===== src/hw/rtl/crc32_frame_seal_and_check_core_macros.svh =====
// Assertion macros for the CRC-32 frame seal and check core.
// Used by the top level; assertions compile out when SYNTHESIS is defined.
`ifndef CRC32_FRAME_SEAL_AND_CHECK_CORE_MACROS_SVH
`define CRC32_FRAME_SEAL_AND_CHECK_CORE_MACROS_SVH

`ifndef SYNTHESIS

// Implication checked on every rising clk edge outside reset
`define CRCFC_ASSERT_IMP(label, ante, cons) \
    label: assert property (@(posedge clk) disable iff (!rst_n) (ante) |-> (cons)) \
        else $error("crcfc check failed");

// Next-cycle implication checked on every rising clk edge outside reset
`define CRCFC_ASSERT_NEXT(label, ante, cons) \
    label: assert property (@(posedge clk) disable iff (!rst_n) (ante) |=> (cons)) \
        else $error("crcfc check failed");

`else

`define CRCFC_ASSERT_IMP(label, ante, cons)

`define CRCFC_ASSERT_NEXT(label, ante, cons)

`endif

`endif


===== src/hw/rtl/crcfc_pkg.sv =====
// Package for the CRC-32 frame seal and check core: status codes,
// frame constants and the byte-wide CRC-32 update. No dependencies.
`timescale 1ns / 1ps

package crcfc_pkg;

    // Frame layout
    localparam int HEADER_BYTES  = 16;
    localparam int ID_OFFSET     = 0;
    localparam int TRAILER_BYTES = 4;

    localparam logic [15:0] MIN_FRAME_LEN = 16'(HEADER_BYTES + TRAILER_BYTES);
    localparam logic [15:0] ID_FIRST      = 16'(ID_OFFSET);
    localparam logic [15:0] ID_END        = 16'(ID_OFFSET + 4);
    localparam logic [15:0] TRAILER_LEN   = 16'(TRAILER_BYTES);
    localparam logic [15:0] COUNT_MAX     = 16'hFFFF;

    // CRC-32 (reflected)
    localparam logic [31:0] CRC_POLY = 32'hEDB88320;
    localparam logic [31:0] CRC_INIT = 32'hFFFFFFFF;

    // Request direction
    localparam logic ACT_TX = 1'b0;
    localparam logic ACT_RX = 1'b1;

    // Result kind
    localparam logic KIND_DATA    = 1'b0;
    localparam logic KIND_VERDICT = 1'b1;

    // Trailer sequencing: phase 0 sends the data byte, 1..4 send the CRC
    localparam logic [2:0] PH_DATA     = 3'd0;
    localparam logic [2:0] PH_TRL_LAST = 3'd4;

    typedef enum logic [1:0] {
        ST_SHORT   = 2'd0,
        ST_CRC_BAD = 2'd1,
        ST_OWN     = 2'd2,
        ST_ACCEPT  = 2'd3
    } status_t;

    // Receive-side step result handed to the top level
    typedef struct packed {
        logic [31:0] crc_next;
        status_t     status;
        logic [15:0] frame_len;
    } rx_res_t;

    // One byte through the reflected CRC-32, bit at a time (pure XOR network)
    function automatic logic [31:0] crc_byte(input logic [31:0] c_in,
                                             input logic [7:0]  b);
        logic [31:0] c;
        c = c_in ^ {24'd0, b};
        for (int i = 0; i < 8; i++) begin
            c = c[0] ? ((c >> 1) ^ CRC_POLY) : (c >> 1);
        end
        return c;
    endfunction

endpackage


===== src/hw/rtl/crcfc_in_if.sv =====
// Input channel interface: valid/ready with one frame byte per request.
// No package dependency.
`timescale 1ns / 1ps

interface crcfc_in_if;
    logic       valid;
    logic       ready;
    logic       action;
    logic [7:0] data_byte;
    logic       last;

    modport source (output valid, action, data_byte, last, input ready);
    modport sink   (input valid, action, data_byte, last, output ready);
endinterface


===== src/hw/rtl/crcfc_out_if.sv =====
// Output channel interface: valid/ready carrying transmit bytes and receive verdicts.
// No package dependency.
`timescale 1ns / 1ps

interface crcfc_out_if;
    logic        valid;
    logic        ready;
    logic        kind;
    logic [7:0]  out_byte;
    logic        out_last;
    logic [1:0]  status;
    logic [15:0] frame_length;

    modport source (output valid, kind, out_byte, out_last, status, frame_length,
                    input ready);
    modport sink   (input valid, kind, out_byte, out_last, status, frame_length,
                    output ready);
endinterface


===== src/hw/rtl/crcfc_rx_track.sv =====
// Receive-side tracker: trailer window, length counter, sender ID capture
// and verdict. Uses crcfc_pkg.
`timescale 1ns / 1ps

module crcfc_rx_track (
    input  logic                  clk,
    input  logic                  rst_n,
    input  logic                  step,
    input  logic [7:0]            data_byte,
    input  logic                  last,
    input  logic [31:0]           crc_cur,
    input  logic [31:0]           own_id,
    output crcfc_pkg::rx_res_t    res
);
    import crcfc_pkg::*;

    logic [31:0] window_reg, window_next;
    logic [15:0] count_reg, count_next;
    logic [31:0] id_reg, id_next;
    logic [31:0] crc_fed;
    logic [15:0] id_rel;
    logic        id_hit;
    status_t     status;

    // Byte leaving the window goes into the CRC once the window is full
    assign crc_fed     = (count_reg >= TRAILER_LEN) ? crc_byte(crc_cur, window_reg[7:0])
                                                    : crc_cur;
    assign window_next = {data_byte, window_reg[31:8]};
    assign count_next  = (count_reg == COUNT_MAX) ? count_reg : count_reg + 16'd1;

    // Sender ID capture, least significant byte first
    assign id_rel = count_reg - ID_FIRST;
    assign id_hit = (count_reg >= ID_FIRST) && (count_reg < ID_END);

    always_comb
    begin
        id_next = id_reg;
        if (id_hit)
        begin
            case (id_rel[1:0])
                2'd0:    id_next[7:0]   = data_byte;
                2'd1:    id_next[15:8]  = data_byte;
                2'd2:    id_next[23:16] = data_byte;
                2'd3:    id_next[31:24] = data_byte;
                default: id_next        = id_reg;
            endcase
        end
    end

    // Verdict, in priority order
    always_comb
    begin
        if (count_next < MIN_FRAME_LEN)
            status = ST_SHORT;
        else if (~crc_fed != window_next)
            status = ST_CRC_BAD;
        else if (id_next == own_id)
            status = ST_OWN;
        else
            status = ST_ACCEPT;
    end

    assign res.crc_next  = last ? CRC_INIT : crc_fed;
    assign res.status    = status;
    assign res.frame_len = count_next;

    // State update; frame end returns everything to reset values
    always_ff @(posedge clk or negedge rst_n)
    begin
        if (!rst_n)
        begin
            window_reg <= '0;
            count_reg  <= '0;
            id_reg     <= '0;
        end
        else if (step)
        begin
            if (last)
            begin
                window_reg <= '0;
                count_reg  <= '0;
                id_reg     <= '0;
            end
            else
            begin
                window_reg <= window_next;
                count_reg  <= count_next;
                id_reg     <= id_next;
            end
        end
    end

endmodule


===== src/hw/rtl/crc32_frame_seal_and_check_core.sv =====
// A request is captured in the input register; its first result is then loaded
// into the output register.
// Throughput: one byte per cycle while the output accepts; a transmit frame end
// holds the input register while the four CRC trailer bytes go out, one per cycle.
// Reset (rst_n, async, active low): CRC all ones, window, count, ID and own_id zero.
`timescale 1ns / 1ps
`include "crc32_frame_seal_and_check_core_macros.svh"

module crc32_frame_seal_and_check_core (
    input  logic          clk,
    input  logic          rst_n,
    input  logic          cfg_we,
    input  logic [31:0]   cfg_wdata,
    crcfc_in_if.sink      in_ch,
    crcfc_out_if.source   out_ch
);
    import crcfc_pkg::*;

    // Input register (also the skid stage)
    logic        s1_valid_reg;
    logic        s1_action_reg;
    logic [7:0]  s1_byte_reg;
    logic        s1_last_reg;
    logic [2:0]  phase_reg;

    // Output register
    logic        out_valid_reg;
    logic        out_kind_reg;
    logic [7:0]  out_byte_reg;
    logic        out_last_reg;
    logic [1:0]  out_status_reg;
    logic [15:0] out_len_reg;

    logic [31:0] crc_reg, crc_next;
    logic [31:0] own_id_reg;

    logic        out_free;
    logic        is_tx;
    logic        emit;
    logic        retire;
    logic        rx_step;
    logic        tx_go;
    logic [31:0] crc_tx_next;
    logic [31:0] crc_final;
    logic [1:0]  trl_sel;
    logic [7:0]  trl_byte;
    rx_res_t     rx_res;

    // Handshake control
    assign out_free = !out_valid_reg || out_ch.ready;
    assign is_tx    = (s1_action_reg == ACT_TX);
    assign tx_go    = s1_valid_reg && is_tx && out_free;
    assign emit     = s1_valid_reg && out_free && (is_tx || s1_last_reg);
    assign rx_step  = s1_valid_reg && !is_tx && (!s1_last_reg || out_free);
    assign retire   = rx_step ||
                      (tx_go && (!s1_last_reg || phase_reg == PH_TRL_LAST));
    assign in_ch.ready = !s1_valid_reg || retire;

    // Transmit CRC and trailer byte select
    assign crc_tx_next = crc_byte(crc_reg, s1_byte_reg);
    assign crc_final   = ~crc_reg;
    assign trl_sel     = 2'(phase_reg - 3'd1);

    always_comb
    begin
        case (trl_sel)
            2'd0:    trl_byte = crc_final[7:0];
            2'd1:    trl_byte = crc_final[15:8];
            2'd2:    trl_byte = crc_final[23:16];
            2'd3:    trl_byte = crc_final[31:24];
            default: trl_byte = crc_final[7:0];
        endcase
    end

    // Receive tracker
    crcfc_rx_track u_rx (
        .clk       (clk),
        .rst_n     (rst_n),
        .step      (rx_step),
        .data_byte (s1_byte_reg),
        .last      (s1_last_reg),
        .crc_cur   (crc_reg),
        .own_id    (own_id_reg),
        .res       (rx_res)
    );

    // Shared CRC register next value
    always_comb
    begin
        crc_next = crc_reg;
        if (tx_go)
        begin
            if (phase_reg == PH_DATA)
                crc_next = crc_tx_next;
            else if (phase_reg == PH_TRL_LAST)
                crc_next = CRC_INIT;
        end
        else if (rx_step)
            crc_next = rx_res.crc_next;
    end

    // Configuration and CRC state
    always_ff @(posedge clk or negedge rst_n)
    begin
        if (!rst_n)
        begin
            own_id_reg <= '0;
            crc_reg    <= CRC_INIT;
        end
        else
        begin
            if (cfg_we)
                own_id_reg <= cfg_wdata;
            crc_reg <= crc_next;
        end
    end

    // Input register and trailer phase
    always_ff @(posedge clk or negedge rst_n)
    begin
        if (!rst_n)
        begin
            s1_valid_reg <= 1'b0;
            phase_reg    <= PH_DATA;
        end
        else
        begin
            if (in_ch.ready)
                s1_valid_reg <= in_ch.valid;
            if (tx_go && s1_last_reg)
                phase_reg <= (phase_reg == PH_TRL_LAST) ? PH_DATA : phase_reg + 3'd1;
        end
    end

    always_ff @(posedge clk)
    begin
        if (in_ch.valid && in_ch.ready)
        begin
            s1_action_reg <= in_ch.action;
            s1_byte_reg   <= in_ch.data_byte;
            s1_last_reg   <= in_ch.last;
        end
    end

    // Output register
    always_ff @(posedge clk or negedge rst_n)
    begin
        if (!rst_n)
            out_valid_reg <= 1'b0;
        else if (out_free)
            out_valid_reg <= emit;
    end

    always_ff @(posedge clk)
    begin
        if (emit)
        begin
            if (is_tx)
            begin
                out_kind_reg   <= KIND_DATA;
                out_byte_reg   <= (phase_reg == PH_DATA) ? s1_byte_reg : trl_byte;
                out_last_reg   <= (phase_reg == PH_TRL_LAST);
                out_status_reg <= ST_SHORT;
                out_len_reg    <= '0;
            end
            else
            begin
                out_kind_reg   <= KIND_VERDICT;
                out_byte_reg   <= '0;
                out_last_reg   <= 1'b1;
                out_status_reg <= rx_res.status;
                out_len_reg    <= rx_res.frame_len;
            end
        end
    end

    assign out_ch.valid        = out_valid_reg;
    assign out_ch.kind         = out_kind_reg;
    assign out_ch.out_byte     = out_byte_reg;
    assign out_ch.out_last     = out_last_reg;
    assign out_ch.status       = out_status_reg;
    assign out_ch.frame_length = out_len_reg;

    // Checks
    `CRCFC_ASSERT_IMP(a_phase_only_tx_last, phase_reg != PH_DATA, s1_valid_reg && is_tx && s1_last_reg)
    `CRCFC_ASSERT_IMP(a_verdict_is_last, out_valid_reg && out_kind_reg == KIND_VERDICT, out_last_reg)
    `CRCFC_ASSERT_NEXT(a_crc_reinit, tx_go && phase_reg == PH_TRL_LAST, crc_reg == CRC_INIT)

endmodule


===== src/flat_wrapper.sv =====
// flat-port wrapper written by rule: the top's interface ports become plain ports
module crc32_frame_seal_and_check_core_flat import crcfc_pkg::*;
  (clk, rst_n, cfg_we, cfg_wdata, in_ch_valid, in_ch_action, in_ch_data_byte, in_ch_last, in_ch_ready, out_ch_valid, out_ch_kind, out_ch_out_byte, out_ch_out_last, out_ch_status, out_ch_frame_length, out_ch_ready);
  crcfc_in_if in_ch_i ();
  crcfc_out_if out_ch_i ();
  input  logic clk;
  input  logic rst_n;
  input  logic cfg_we;
  input  logic [31:0] cfg_wdata;
  input wire logic [$bits(in_ch_i.valid)-1:0] in_ch_valid;
  input wire logic [$bits(in_ch_i.action)-1:0] in_ch_action;
  input wire logic [$bits(in_ch_i.data_byte)-1:0] in_ch_data_byte;
  input wire logic [$bits(in_ch_i.last)-1:0] in_ch_last;
  output wire logic [$bits(in_ch_i.ready)-1:0] in_ch_ready;
  output wire logic [$bits(out_ch_i.valid)-1:0] out_ch_valid;
  output wire logic [$bits(out_ch_i.kind)-1:0] out_ch_kind;
  output wire logic [$bits(out_ch_i.out_byte)-1:0] out_ch_out_byte;
  output wire logic [$bits(out_ch_i.out_last)-1:0] out_ch_out_last;
  output wire logic [$bits(out_ch_i.status)-1:0] out_ch_status;
  output wire logic [$bits(out_ch_i.frame_length)-1:0] out_ch_frame_length;
  input wire logic [$bits(out_ch_i.ready)-1:0] out_ch_ready;
  assign in_ch_i.valid = in_ch_valid;
  assign in_ch_i.action = in_ch_action;
  assign in_ch_i.data_byte = in_ch_data_byte;
  assign in_ch_i.last = in_ch_last;
  assign in_ch_ready = in_ch_i.ready;
  assign out_ch_valid = out_ch_i.valid;
  assign out_ch_kind = out_ch_i.kind;
  assign out_ch_out_byte = out_ch_i.out_byte;
  assign out_ch_out_last = out_ch_i.out_last;
  assign out_ch_status = out_ch_i.status;
  assign out_ch_frame_length = out_ch_i.frame_length;
  assign out_ch_i.ready = out_ch_ready;
  crc32_frame_seal_and_check_core u_core (.clk(clk), .rst_n(rst_n), .cfg_we(cfg_we), .cfg_wdata(cfg_wdata), .in_ch(in_ch_i), .out_ch(out_ch_i));
endmodule

===== config.mk =====
export PLATFORM = sky130hd
export DESIGN_NAME = crc32_frame_seal_and_check_core_flat
export DESIGN_NICKNAME = d
export VERILOG_FILES = /design/src/hw/rtl/crcfc_pkg.sv /design/src/hw/rtl/crcfc_in_if.sv /design/src/hw/rtl/crcfc_out_if.sv /design/src/hw/rtl/crcfc_rx_track.sv /design/src/hw/rtl/crc32_frame_seal_and_check_core.sv /design/src/flat_wrapper.sv
export VERILOG_INCLUDE_DIRS = /design/src /design/src/hw/rtl
export SDC_FILE = /design/constraint.sdc
export NUM_CORES = 1
export LEC_CHECK = 0
export ABC_AREA = 1
export BUFFER_PORTS_ARGS = -buffer_cell sky130_fd_sc_hd__buf_2
export CAP_MARGIN = 15
export CORE_MARGIN = 2
export CORE_UTILIZATION = 31
export CTS_BUF_LIST = sky130_fd_sc_hd__clkbuf_4
export DETAILED_ROUTE_END_ITERATION = 8
export PLACE_DENSITY = 0.52
export SETUP_SLACK_MARGIN = 0.3
export SYNTH_ARGS = -nofsm -noshare
export SYNTH_HDL_FRONTEND = slang
export SYNTH_SLANG_ARGS = --single-unit

===== constraint.sdc =====
create_clock -name clk -period 5.28 [get_ports clk]
set_input_delay 1.056 -clock clk [delete_from_list [all_inputs] [get_ports clk]]
set_output_delay 1.056 -clock clk [all_outputs]
set_load 0.05 [all_outputs]

## Word level (Yosys, flattened, before mapping)

Cells that the tools add are included.

| word-level totals | value |
|---|---|
| word-level logic and storage cells | 119 |
| bits in registers | 187 |
| input bits | 47 |
| output and inout bits | 30 |

| cells by class | value |
|---|---|
| multiplexer cells | 37 |
| $lt $le $gt $ge | 4 |
| $add $sub $neg | 3 |
| equal/unequal tests | 11 |
| bitwise logic cells | 21 |
| reductions and logical operators | 26 |

Operators by type and width:

| cell | count |
|---|---|
| 32-bit 2-to-1 mux | 25 |
| 13-bit inverter with 14-bit output | 16 |
| 32-bit inverter | 2 |
| 32-bit by 8-bit XOR with 32-bit output | 2 |
| 8-bit 2-to-1 mux | 5 |
| 32-bit == test | 1 |
| 16-bit 2-to-1 mux | 2 |
| 32-bit inequality test | 1 |
| 8-bit one-hot mux with 4 select lines | 1 |
| 16-bit by 1-bit adder with 16-bit output (second input constant) | 1 |
| 16-bit == test (second input constant) | 1 |
| 16-bit by 1-bit greater-or-equal comparator with 1-bit output (second input constant) | 1 |
| 16-bit by 3-bit greater-or-equal comparator with 1-bit output (second input constant) | 1 |
| 16-bit by 3-bit < comparator with 1-bit output (second input constant) | 1 |
| 16-bit by 5-bit < comparator with 1-bit output (second input constant) | 1 |
| 1-bit logical AND | 10 |
| 2-bit == test (second input constant) | 4 |
| 1-bit logical OR | 6 |
| 2-bit by 1-bit == test with 1-bit output (second input constant) | 2 |
| 2-bit logical NOT | 2 |
| 3-bit by 1-bit adder with 3-bit output (second input constant) | 1 |
| 3-bit == test (second input constant) | 1 |
| 1-bit logical NOT | 3 |
| 3-bit logical NOT | 1 |
| 9 further kinds | 11 |

## Logic depth before layout (Yosys ltp)

| logic depth | value |
|---|---|
| word-level depth | 21 |
| mapped depth | 21 |
| mapped depth without buffers | 20 |

## Cells and area by module

From an unflattened synthesis, not the netlist that was laid out.

| unflattened totals | value |
|---|---|
| cell total of the unflattened synthesis | 1778 |
| area total of the unflattened synthesis | 12739.7 um2 |

By module, submodules not included:

| module | times used | cells each | area an instance (um2) | seq. area each (um2) |
|---|---|---|---|---|
| crcfc_rx_track | 1 | 1140 | 6966.7 | 2001.9 |
| crc32_frame_seal_and_check_core | 1 | 638 | 5773.0 | 2907.8 |

## Least setup slack after synthesis

No wires, ideal clock.

| path | value |
|---|---|
| kind | input -> output |
| from | input out_ch_ready |
| to | output in_ch_ready |
| slack | 2038 ps |
| stages on the path | 5 |
| required time | 4224 ps |
| path buffers | 1 |
| data arrival time | 2186 ps |
| cells stage by stage | nor2_1 > nor2_1 > a21oi_1 > clkbuf_1 > nand3_1 |

| between the ends | value |
|---|---|
| longest elaborated chain between the ends | 5 |
| elaborated cells on any way between the ends | 7 |
| classes of those cells | 7 x reduce/logical |

RTL lines:

| element | RTL line | RTL |
|---|---|---|
| from (decl) | flat_wrapper.sv:21 | `input wire logic [$bits(out_ch_i.ready)-1:0] out_ch_ready;` |
| 1-bit logical OR * | crc32_frame_seal_and_check_core.sv:50 | `assign out_free = !out_valid_reg \|\| out_ch.ready;` |
| 1-bit logical OR / 1-bit logical AND (equally long branches) | crc32_frame_seal_and_check_core.sv:54, crc32_frame_seal_and_check_core.sv:52 |  |
| 1-bit logical AND (on tied branches) | crc32_frame_seal_and_check_core.sv:54, crc32_frame_seal_and_check_core.sv:56 |  |
| 1-bit logical OR * | crc32_frame_seal_and_check_core.sv:55 | `assign retire = rx_step \|\|` |
| 1-bit logical OR * | crc32_frame_seal_and_check_core.sv:57 | `assign in_ch.ready = !s1_valid_reg \|\| retire;` |
| to (decl) | flat_wrapper.sv:14 | `output wire logic [$bits(in_ch_i.ready)-1:0] in_ch_ready;` |

Every way passes the cells marked *; elsewhere a longest branch is shown, timed or not.

## Worst setup path in the final report

| path | value |
|---|---|
| from | register u_core.s1_action_reg |
| to | output in_ch_ready |

| between the ends | value |
|---|---|
| longest elaborated chain between the ends | 6 |
| elaborated cells on any way between the ends | 8 |
| classes of those cells | 1 x bitwise; 7 x reduce/logical |

RTL lines:

| element | RTL line | RTL |
|---|---|---|
| from (decl) | crc32_frame_seal_and_check_core.sv:21 | `logic s1_action_reg;` |
| from (signal assigned) | crc32_frame_seal_and_check_core.sv:139 | `s1_action_reg <= in_ch.action;` |
| 1-bit inverter | crc32_frame_seal_and_check_core.sv:51 | `assign is_tx = (s1_action_reg == ACT_TX);` |
| 1-bit logical AND (2 in series) | crc32_frame_seal_and_check_core.sv:52 | `assign tx_go = s1_valid_reg && is_tx && out_free;` |
| 1-bit logical AND | crc32_frame_seal_and_check_core.sv:56 | `(tx_go && (!s1_last_reg \|\| phase_reg == PH_TRL_LAST));` |
| 1-bit logical OR * | crc32_frame_seal_and_check_core.sv:55 |  |
| 1-bit logical OR * | crc32_frame_seal_and_check_core.sv:57 |  |

Marks and branches as above.

==> flow_summary.toml <==
[global_route]
grt_pass1_wl_um = 63400
antenna_found_initial = 2
grt_pass1_vias = 10500
grt_overflow = 0
grt_max_degree = 104
grt_usage = 0.216

[placement]
dpl.hpwl_um = 31200
gp_congestion = 1.01
io_buffers = 76
placed_cell_area_um2 = 12700

[yosys]
synth_adder_area_share = 0.0105
synthesis.area_um2 = 11900
synth_flop_cell = "dfrtp_1"
netlist_instances = 1582
synth_edf_count = 38
ys_seq_area_frac = 0.413
ys_warn_count = 0
yosys.area_share.simple = 0.278
synth.top_cell.area_share = 0.246
synth_compound_area_frac = 0.128
synth_area_leaders = "dfrtp_1 25%, nand2_1 18%, edfxtp_1 9.6%, dfstp_2 7.1%, xor2_1 5.7%"
ys_seq_elements = 187
synth_common_cells = "555 x nand2_1, 144 x inv_1, 122 x o21ai_0"
synthArstFlopShare = 0.797
synth_top_area_cell = "dfrtp_1"
synth-xor-area-share = 0.0717
muxShareOfSynthArea = 0.0265
synth_cell_types = 46
synth_top_family_by_area = "simple AND/OR/NAND/NOR gates"
syn_nets = 1639
synth_area_per_cell_um2 = 7.51
synth.most_common_cell = "nand2_1"

[timing]
hold_viol = 0
tightest_slew_ns = 1.01
post-route-period-util = 0.794
rsz0062_at_grt = "no"
fin_hold_ws_ns = 0.498
report.final.slew_viol_count = 0
finalCriticalPeriod_ns = 4.19
max_freq_mhz = 238
finalSetupViolations = 0
slew_headroom = 0.325
skew_ns = 0.0286
fin_setup_tns_ns = 0

[clock_tree]
cts.sinks = 187
clkTransAtPathRegs_ns = 0.15
cts_setup_buffers = 0
cts.path.max_buffers = 2
clockRootBuffer = "clkbuf_4"
ctsHoldBuffers = 0
h-tree-depth = 4
cts-resized-gates = 0
cts_tree = "built"
clock_latency_ns = 0.66
cts_buffers = 17

[finish]
nNetsFinal = 1694
postLayoutCellArea_um2 = 13000
fillers = 4088
drive_gt1_frac = 0.146
areaGrowthSynthToFinish_pct = 9.35

[floorplan]
dieHeight_um = 200
core_area_um2 = 37800
initial_core_util = 0.315
dieArea_um2 = 39900
die_width_um = 200
rows = 71
num_io_pins = 77

[routing]
dr.pass1.iters = 6
vias = 11100
finalWirelength_um = 41900
wl_per_cell_um = 19.4
viasPerCell = 5.12
drtIter0Drc = 1091
drtAntennaViolNets = 0
drc_errors = 0

[critical_path]
cp_slowest_cell = "nor3_1"
path_class = "register to output port"
worst-path-max-fanout = 26
critPathRequiredTime_ns = 4.22
cp_slowest_stage_delay_ns = 0.93
setup.worst_path.start = "u_core.s1_action_reg$_DFFE_PP_"
start_kind = "register"
end_kind = "output port"
cp_top_family = "simple AND/OR/NAND/NOR gates"
crit_buf_inv = 2
r2r_start = "u_core.s1_action_reg$_DFFE_PP_"
cp_cell_sequence = "inv_1 -> nor3_1 -> a21oi_4 -> nand3_1 -> buf_2"
cp.arrival_ns = 3.14

[status]
status = "finished clean"

[worst_hold_path]
hp-class = "register to register"
worstHoldStart = "u_core.u_rx.id_reg[1]$_DFFE_PN0P_"

[power]
power.density_nw_per_um2 = 734
power.leakage_nw = 6.12
vdd_drop_max_v = 0.000241

[run]
cap_violations = 0
==> worst register-to-register path, cell delays in order, from the launching register on <==
cell      delay [ns]
edfxtp_1        0.60
inv_1           0.50
nor3_1          0.93
a21oi_4         0.02
buf_4           0.31
nand2_2         0.14
buf_4           0.36
o21ai_1         0.29
a21oi_1         0.18
a31oi_1         0.07
o22ai_1         0.15
==> worst paths after layout <==
path | depth (start not counted) | slack, ns | endpoint
max in group asynchronous | 2 | 3.72 | u_core.crc_reg[2]$_DFFE_PN1P_
worst max-delay path | 5 | 1.09 | in_ch_ready
worst min register to register | 2 | 0.50 | u_core.u_rx.id_reg[1]$_DFFE_PN0P_
worst min-delay path | 2 | 0.50 | u_core.u_rx.id_reg[1]$_DFFE_PN0P_
min in group asynchronous | 1 | 0.52 | u_core.own_id_reg[26]$_DFFE_PN0P_
worst max register to register | 10 | 1.68 | u_core.crc_reg[23]$_DFFE_PN1P_
==> per-stage QoR <==
stage	total power [mW]	setup slack [ns]	instances	util
floorplan	6.79	2.04	1582	-
global placement	8.66	1.63	2129	0.338
detailed placement	8.69	1.65	2129	0.338
CTS	9.46	0.951	2161	0.344
global route	10.3	0.927	2164	0.344
finish	9.54	1.09	2164	0.344
==> logic make-up (layout without fill, tap and decap cells) <==
logic type	after synthesis	in the layout
other cells	0	3
flops	187	187
buf+inv	209	277
xor+xnor	93	93
fa+ha+maj	10	10
simple gates	797	797
mux	28	28
compound gates	258	258
==> cell type report <==
type | instances | area [µm²] | area share
timing repair buffer | 89 | 484 | 0.0373
tap | 511 | 639 | 0.0492
clock inverter | 13 | 97.6 | 0.00751
antenna | 3 | 7.51 | 0.000578
sequential | 187 | 4910 | 0.378
inverter | 156 | 586 | 0.0451
clock buffer | 19 | 143 | 0.0110
multi-input combinational | 1186 | 6130 | 0.472
==> report_power, final <==
part / switching, mW / internal (mW)
sequential: 0.404 / 2.08
clock: 0.550 / 0.199
combinational: 4.54 / 1.77
==> per-layer routing <==
metal | share of wire | routed length (µm) | track usage
met1 | 0.43 | 18000 | 0.285
met2 | 0.45 | 19100 | 0.341
met3 | 0.067 | 2820 | 0.0405
met4 | 0.048 | 2020 | 0.106
met5 | 0 | 0 | 0
==> layout by cell type (no fill, tap or decap), drive strengths merged <==
| cell type | Yosys | routed |
|---|---|---|
| nand2 | 567 | 567 |
| inv | 151 | 154 |
| o21ai | 141 | 141 |
| dfrtp | 117 | 117 |
| nand3 | 111 | 111 |
| nor2 | 96 | 96 |
| buf | 19 | 89 |
| xor2 | 78 | 78 |
| o22ai | 53 | 53 |
| edfxtp | 38 | 38 |
| dfstp | 32 | 32 |
| a21oi | 32 | 32 |
| mux2 | 28 | 28 |
| clkbuf | 34 | 19 |
| xnor2 | 15 | 15 |
| clkinv | 5 | 12 |
| ha | 10 | 10 |
| o2111ai | 9 | 9 |
| o211ai | 8 | 8 |
| or2 | 8 | 8 |
| nand4 | 7 | 7 |
| o311ai | 7 | 7 |
| nor3 | 4 | 4 |
| diode | 0 | 3 |
| a31oi | 3 | 3 |
| clkinvlp | 0 | 3 |
| nor4 | 2 | 2 |
| a22o | 2 | 2 |
| nand3b | 1 | 1 |
| and2 | 1 | 1 |
| a21boi | 1 | 1 |
| o31ai | 1 | 1 |
| o221ai | 1 | 1 |
Power figures use the tool's default switching activity.
